## src/hdl/nnis_pkg.sv

```systemverilog
// ----------------------------------------------------------------------------
// nnis_pkg
// Shared types, constants and helpers of the nearest-neighbor image scaler.
// ----------------------------------------------------------------------------
package nnis_pkg;

	localparam int MAX_DIM_DEF = 256;

	localparam int COORD_W    = 8;
	localparam int PIX_W      = 32;
	localparam int SIZE_W     = 9;
	localparam int CFG_IDX_W  = 3;
	localparam int CFG_DATA_W = SIZE_W;

	// Column step: in_width * 2^16 / out_width, below 2^25
	localparam int FRAC_BITS = 16;
	localparam int STEP_W    = SIZE_W + FRAC_BITS;

	// Row reciprocal: ceil(2^26 / out_height), exact for cy * in_height < 2^17
	localparam int RCP_BITS = 26;
	localparam int RCP_W    = RCP_BITS + 1;

	// Shared serial divider width
	localparam int DIV_W = RCP_W;

	localparam int FIFO_D = 8;

	typedef enum logic {
		OP_LOAD  = 1'b0,
		OP_FETCH = 1'b1
	} op_t;

	typedef enum logic [CFG_IDX_W-1:0] {
		REG_IN_WIDTH   = 3'd0,
		REG_IN_HEIGHT  = 3'd1,
		REG_OUT_WIDTH  = 3'd2,
		REG_OUT_HEIGHT = 3'd3,
		REG_HAS_ALPHA  = 3'd4
	} reg_idx_t;

	typedef struct packed {
		logic              start;
		logic [DIV_W-1:0]  dividend;
		logic [SIZE_W-1:0] divisor;
	} div_req_t;

	typedef struct packed {
		logic             busy;
		logic             done;
		logic [DIV_W-1:0] quotient;
	} div_rsp_t;

	typedef struct packed {
		logic [PIX_W-1:0]   pixel;
		logic [COORD_W-1:0] sx;
		logic [COORD_W-1:0] sy;
		logic               err;
	} out_item_t;

	// Zero reads as one, values above the store size saturate
	function automatic logic [SIZE_W-1:0] clamp_size(input logic [SIZE_W-1:0] v,
		input int max_dim);
		logic [SIZE_W-1:0] r;
		r = v;
		if (v == '0) begin
			r = SIZE_W'(1);
		end else if (int'(v) > max_dim) begin
			r = SIZE_W'(max_dim);
		end
		return r;
	endfunction

endpackage

```

## src/hdl/nnis_div.sv

```systemverilog
// ----------------------------------------------------------------------------
// nnis_div
// Restoring divider, one quotient bit per cycle, for the scale factors.
// ----------------------------------------------------------------------------
module nnis_div (
	input  logic               clk,
	input  logic               arst_n,
	input  nnis_pkg::div_req_t req,
	output nnis_pkg::div_rsp_t rsp
);

	localparam int CNT_W = $clog2(nnis_pkg::DIV_W);

	logic                          busy_q;
	logic                          done_q;
	logic [CNT_W-1:0]              cnt_q;
	logic [nnis_pkg::DIV_W-1:0]    quo_q;
	logic [nnis_pkg::SIZE_W-1:0]   rem_q;
	logic [nnis_pkg::SIZE_W-1:0]   dvs_q;

	logic [nnis_pkg::SIZE_W:0]     trial;
	logic                          ge;
	logic [nnis_pkg::SIZE_W:0]     diff;

	assign trial = {rem_q, quo_q[nnis_pkg::DIV_W-1]};
	assign ge    = trial >= {1'b0, dvs_q};
	assign diff  = trial - {1'b0, dvs_q};

	always_ff @(posedge clk or negedge arst_n) begin
		if (!arst_n) begin
			busy_q <= 1'b0;
			done_q <= 1'b0;
			cnt_q  <= '0;
		end else begin
			done_q <= busy_q && !req.start && (cnt_q == '0);
			if (req.start) begin
				busy_q <= 1'b1;
				cnt_q  <= CNT_W'(nnis_pkg::DIV_W - 1);
			end else if (busy_q) begin
				if (cnt_q == '0) begin
					busy_q <= 1'b0;
				end else begin
					cnt_q <= cnt_q - CNT_W'(1);
				end
			end
		end
	end

	always_ff @(posedge clk) begin
		if (req.start) begin
			quo_q <= req.dividend;
			rem_q <= '0;
			dvs_q <= req.divisor;
		end else if (busy_q) begin
			// shift in the next dividend bit, subtract when it fits
			rem_q <= ge ? diff[nnis_pkg::SIZE_W-1:0] : trial[nnis_pkg::SIZE_W-1:0];
			quo_q <= {quo_q[nnis_pkg::DIV_W-2:0], ge};
		end
	end

	assign rsp.busy     = busy_q;
	assign rsp.done     = done_q;
	assign rsp.quotient = quo_q;

endmodule
```

## config.mk

```make
export PLATFORM = sky130hd
export DESIGN_NAME = nnis_div
export DESIGN_NICKNAME = d
export VERILOG_FILES = /design/src/hdl/nnis_pkg.sv /design/src/hdl/nnis_div.sv
export SDC_FILE = /design/constraint.sdc
export NUM_CORES = 1
export LEC_CHECK = 0
export BUFFER_PORTS_ARGS = -buffer_cell sky130_fd_sc_hd__buf_2
export CORE_UTILIZATION = 50
export DETAILED_ROUTE_END_ITERATION = 6
export PLACE_DENSITY_LB_ADDON = 0.05
export SLEW_MARGIN = 20
export SYNTH_ARGS = -nofsm -noshare
export SYNTH_HDL_FRONTEND = slang
export SYNTH_SLANG_ARGS = --single-unit
export TNS_END_PERCENT = 30
```

## constraint.sdc

```tcl
create_clock -name clk -period 2.6 [get_ports clk]
set_input_delay 0.52 -clock clk [delete_from_list [all_inputs] [get_ports clk]]
set_output_delay 0.52 -clock clk [all_outputs]
set_load 0.05 [all_outputs]
```

==> flow_summary_export.csv, run 1 <==
group,metric,value,unit
outcome,outcome,"complete, no violations",
route,vias,1907,
route,vias_per_cell,5.37,
critical_path,cp_data_required_time,2830,ps
finish,fillers,425,
timing,final_max_slew_viol_count,0,
placement,place_congestion,0.912,
finish,fin_area,0.00321,mm2
grt,grt_pass1_vias,1847,
critical_path,path_max_fanout,3,
grt,grt.total_usage,19.1,%
timing,fin_worst_skew,9.09,ps
die,dieArea,0.00570,mm2
timing,hold_ws,23.0,ps
job,drv_cap,0,
grt,grt_max_degree,46,
critical_path,r2r-start,"quo_q[26]$_DFFE_PP_",
finish,final_nets,335,
clocking,clock-sinks,52,
timing,rsz0062_at_grt,"false",
route,drc_errors,0,
route,first_iter_violations,87,
timing,worstMarginPinSlew,628,ps
route,dr.pass1.iters,4,
die,die_h,75.5,um
clocking,clkLatencyLatePin,310,ps
synth,synth-seq-cells,52,
grt,grt_pass1_wl,8140,um
synth,synth_nets,269,
synth,seq_area_frac_synth,53.1,%
hold_path,hold_path.class,"input pin to async pin",
critical_path,crit_chain,"inv_1, ha_1, inv_1, fa_1, a21o_1, a221oi_1, xor2_1, a21o_1, a311oi_1",
clocking,ctsHoldBuffers,0,
critical_path,cpMaxStageDelayCell,"fa_1",
placement,dpl_cell_area,0.00309,mm2
power,p_leak,1.40,nW
synth,synth_largest_area_cell,"edfxtp_1",
critical_path,cp-startpoint,"quo_q[26]$_DFFE_PP_",
clocking,post_cts_resized,0,
critical_path,critPathCaptureType,"register",
critical_path,worstPathArrival,2590,ps
synth,synth_area_leaders,"edfxtp_1, mux2_2, dfxtp_1",
synth,synth-edff-count,36,
critical_path,critPathTopFamily,"compound AO/OA/AOI/OAI gates",
critical_path,worst_path_largest_cell_delay,420,ps
die,die_x,75.5,um
finish,synthToLayoutAreaGrowth,18.7,%
synth,synth_ff_type,"edfxtp_1",
synth,synth.most_common_cell,"edfxtp_1",
die,io_pins,68,
synth,syn_area_per_cell,12.4,um2
die,coreArea,0.00517,mm2
critical_path,startpoint_type,"register",
grt,grt_antenna_before_repair,0,
timing,fin_crit,2370,ps
clocking,root_buffer,"clkbuf_8",
clocking,path_clk_slew,100,ps
clocking,cts_buffer_depth,2,
critical_path,crit_buf_inv,2,
synth,ys_warn_count,0,
synth,synthTopCellsByCount,"edfxtp_1, mux2_2, inv_1, nor2_1, ha_1",
synth,syn_inst,218,
synth,syn_area,0.00270,mm2
clocking,cts_tree,"built",
critical_path,criticalPathCategory,"register to register",
placement,hpwl,3590,um
timing,fin_crit_sh,91.1,%
synth,synth.top_cell.area_share,40.0,%
die,start_util,52.2,%
clocking,numCtsBuffers,5,
finish,drive_gt1_share,38.9,%
timing,hold_viol,0,
clocking,htree_levels,2,
route,wl,5030,um
timing,slew_headroom,58.1,%
synth,ys_async_sr_fraction,13.5,%
timing,fin_tns_setup,0,ps
power,finalPower,2.89,mW
die,rows,26,
grt,grt-ovfl-total,0,
power,ir_worst_vdd,0.409,mV
power,p_per_area,901,mW/mm2
finish,antenna_cells,0,
route,routedWlPerCell,14.2,um
clocking,postCtsSetupBuffers,0,
timing,fmax,0.422,GHz
timing,finalSetupViolations,0,
route,ant_nets,0,
synth,ys_types,51,
placement,port_buffers,67,
final cells by class:
class	count	area [um2]	area share (%)
Sequential cell	52	1440	44.8
Clock inverter	3	46.3	1.44
Clock buffer	5	68.8	2.15
Multi-Input combinational cell	140	1140	35.5
Timing Repair Buffer	71	378	11.8
Tap cell	70	87.6	2.73
Inverter	14	52.6	1.64
logic make-up after synthesis:
group	Yosys count	synth area share, %
AO/OA/AOI/OAI	39	11.5
XOR/XNOR	9	2.92
AND/OR/NAND/NOR	53	10.6
flip-flops	52	53.1
buffers and inverters	26	4.77
multiplexers	27	11.2
adder cells (fa/ha/maj)	12	5.83
worst paths after layout:
kind                                         endpoint  slack (ps)  cells past startpoint
worst min-delay path                 done_q$_DFF_PN0_          20                      1
max in group asynchronous        cnt_q[1]$_DFFE_PN0P_        2430                      1
min in group clk                   dvs_q[0]$_DFFE_PP_         380                      1
worst max register to register  rem_q[6]$_SDFFE_PP0P_         230                      9
worst max-delay path            rem_q[6]$_SDFFE_PP0P_         230                      9
worst min register to register  rem_q[5]$_SDFFE_PP0P_         520                      2
layout by cell type, fill, tap and decap left out, drive strengths merged, types with 2 or more instances in the layout:
cell type   n
nand2       8
a211o       2
xnor2       5
ha         11
a21o        9
a31oi       3
nand3       7
edfxtp     36
nor3        2
dfxtp       9
mux2       26
nor2       13
dfrtp       7
buf        71
nand2b      6
nor3b       3
a211oi      4
o21ai       3
nor2b       4
a311oi      5
a21oi       3
xor2        4
clkbuf      5
inv        15
metal layers:
| layer | global-route usage (%) | wire [um] |
|---|---|---|
| met1 | 25.0 | 2260 |
| met2 | 30.4 | 2380 |
| met3 | 5.69 | 339 |
| met4 | 7.00 | 44 |
| met5 | 0 | 0 |
flip-flops by register name, indices dropped and copies added (netlist names):
register	count
cnt_q	5
done_q	1
quo_q	27
busy_q	1
dvs_q	9
rem_q	9
metrics by stage:
| stage | worst slack [ps] | utilization (%) | std cells |
|---|---|---|---|
| global placement | 334 | 59.8 | 347 |
| floorplan | 159 | - | 218 |
| finish | 230 | 62.0 | 355 |
| detailed placement | 272 | 59.8 | 347 |
| CTS | 220 | 62.0 | 355 |
| global route | 66.4 | 62.0 | 355 |
worst reg2reg max path, cell delays in order, from the launching register on:
cell      delay [ps]
edfxtp_1         410
inv_1             80
ha_1             190
inv_1             70
fa_1             420
a21o_1           220
a221oi_1         370
xor2_1           130
a21o_1           170
a311oi_1         230
power breakdown:
| group | switching, mW | total (mW) | internal (mW) |
|---|---|---|---|
| clock network | 0.285 | 0.577 | 0.292 |
| logic | 0.685 | 1.18 | 0.492 |
| registers | 0.0960 | 1.14 | 1.04 |
| total | 1.07 | 2.89 | 1.82 |
(Power assumes the default switching activity.)
==> inputs of run 2 (changes only) <==
GPL_TIMING_DRIVEN = 0   (was unset)
==> run 2 against run 1 <==
  * Global-route usage barely moved
  * Clock power shrank 16%
  * Flip-flop and latch count is the same
  * Clock skew down 1.3 ps
  * First-iteration DRC count rose by 9.2%
  * Core utilization increased by 0.39 points
  * Sequential power hardly changed
  * Sequential share of layout area fell by 0.28 points
  * Non-clock buffer count is 8 higher
  * Fmax fell by 0.68%
  * Final area rose by 0.62%
  * Final cell count grew 2.3%
  * Highest routed layer unchanged
==> flow_summary_export.csv, run 2 (synthesized netlist as in run 1, its figures left out) <==
group,metric,value,unit
outcome,outcome,"complete, no violations",
clocking,numCtsBuffers,5,
critical_path,worst_path_largest_cell_delay,420,ps
clocking,cts_tree,"built",
timing,final_max_slew_viol_count,0,
critical_path,critPathTopFamily,"compound AO/OA/AOI/OAI gates",
power,p_leak,1.41,nW
die,start_util,52.2,%
finish,synthToLayoutAreaGrowth,19.4,%
clocking,clock-sinks,52,
finish,largest_reg_flops,27,
clocking,path_clk_slew,100,ps
finish,layout.cells.non_filler,363,
timing,rsz0062_at_grt,"false",
finish,most-common-layout-cells,"buf_2, edfxtp_1, mux2_2",
critical_path,cp_common_cell,"inv_1",
grt,grt_max_degree,28,
clocking,cts_buffer_depth,2,
route,first_iter_violations,95,
clocking,root_buffer,"clkbuf_8",
finish,fillers,434,
finish,antenna_cells,0,
grt,grt-ovfl-total,0,
clocking,ctsHoldBuffers,0,
clocking,postCtsSetupBuffers,0,
clocking,clkLatencyLatePin,310,ps
grt,grt_pass1_wl,8000,um
route,dr.pass1.iters,5,
placement,place_congestion,0.780,
critical_path,cpMaxStageDelayCell,"fa_1",
critical_path,cp_data_required_time,2810,ps
clocking,post_cts_resized,0,
grt,grt_antenna_before_repair,0,
power,p_per_area,884,mW/mm2
finish,reg_top3,"quo_q x27, dvs_q x9, rem_q x9",
critical_path,critPathCaptureType,"register",
clocking,htree_levels,2,
power,finalPower,2.85,mW
timing,fin_crit_sh,91.8,%
hold_path,hold_path.class,"input pin to async pin",
timing,hold_ws,28.9,ps
critical_path,crit_chain,"inv_1, ha_1, inv_1, fa_1, a21o_1, a32o_1, nand3b_2, buf_6, nand3_1, a311oi_1",
timing,fmax,0.419,GHz
die,io_pins,68,
power,ir_worst_vdd,0.467,mV
die,coreArea,0.00517,mm2
route,drc_errors,0,
placement,port_buffers,67,
route,ant_nets,0,
timing,fin_crit,2390,ps
critical_path,path_max_fanout,10,
die,die_x,75.5,um
placement,place_inst,355,
finish,multi_input_area,0.00114,mm2
timing,finalSetupViolations,0,
timing,fin_tns_setup,0,ps
route,routedWlPerCell,13.8,um
timing,worstMarginPinSlew,633,ps
grt,grt_pass1_vias,1793,
die,rows,26,
finish,top_register,"quo_q",
route,vias_per_cell,5.21,
timing,fin_worst_skew,7.79,ps
finish,seq_area,0.00144,mm2
job,drv_cap,0,
timing,hold_viol,0,
timing,slew_headroom,57.8,%
finish,final_common_cell,"buf_2",
finish,final_nets,343,
route,wl,5010,um
grt,grt.total_usage,19.1,%
die,dieArea,0.00570,mm2
route,vias,1893,
critical_path,worstPathArrival,2590,ps
critical_path,criticalPathCategory,"register to register",
finish,drive_gt1_share,38.6,%
die,die_h,75.5,um
critical_path,crit_buf_inv,3,
critical_path,startpoint_type,"register",
placement,hpwl,3640,um
==> run 2: final cells by class <==
| type | count | share of cell area (%) |
|---|---|---|
| Buffer | 12 | 2.37 |
| Clock buffer | 7 | 2.68 |
| Clock inverter | 1 | 0.271 |
| Inverter | 14 | 1.63 |
| Multi-Input combinational cell | 140 | 35.4 |
| Sequential cell | 52 | 44.5 |
| Tap cell | 70 | 2.71 |
| Timing Repair Buffer | 67 | 10.4 |
==> run 2: final timing paths <==
path                                    endpoint  cells past startpoint  slack [ps]                  start
setup / recovery           rem_q[1]$_SDFFE_PP0P_                     10         210    quo_q[26]$_DFFE_PP_
hold / removal              cnt_q[2]$_DFFE_PN0P_                      1          30                 arst_n
setup reg to reg           rem_q[1]$_SDFFE_PP0P_                     10         210    quo_q[26]$_DFFE_PP_
hold reg to reg            rem_q[6]$_SDFFE_PP0P_                      2         530  rem_q[6]$_SDFFE_PP0P_
max in group asynchronous   cnt_q[0]$_DFFE_PN0P_                      1        2420                 arst_n
min in group clk              dvs_q[0]$_DFFE_PP_                      1         380                 req[0]
==> run 2: through the flow <==
stage	setup slack (ps)	util, %	area [um2]
after floorplan	159	-	2700
after global placement	20.6	60.4	3130
after detailed placement	56.9	60.4	3130
after CTS	144	62.3	3220
after global routing	2.96	62.4	3230
final	214	62.4	3230
==> run 2: worst reg2reg max path, delay by kind of cell, from the launching register on <==
kind | cells | cell delay, ps
AO/OA/AOI/OAI | 3 | 710
adder cells (fa/ha/maj) | 2 | 620
flip-flops | 1 | 410
buffers and inverters | 3 | 310
AND/OR/NAND/NOR | 2 | 240
==> run 2: power by group <==
part | internal [mW] | switching [mW]
logic | 0.530 | 0.703
registers | 1.04 | 0.0992
clock network | 0.219 | 0.264
==> run 2: routing by layer <==
layer,up-vias,GRT usage [%],share of wire [%]
li1,953,-,-
met1,892,24.7,48
met2,43,30.8,47
met3,5,5.42,4.7
met4,0,7.00,0.82
met5,-,0,0
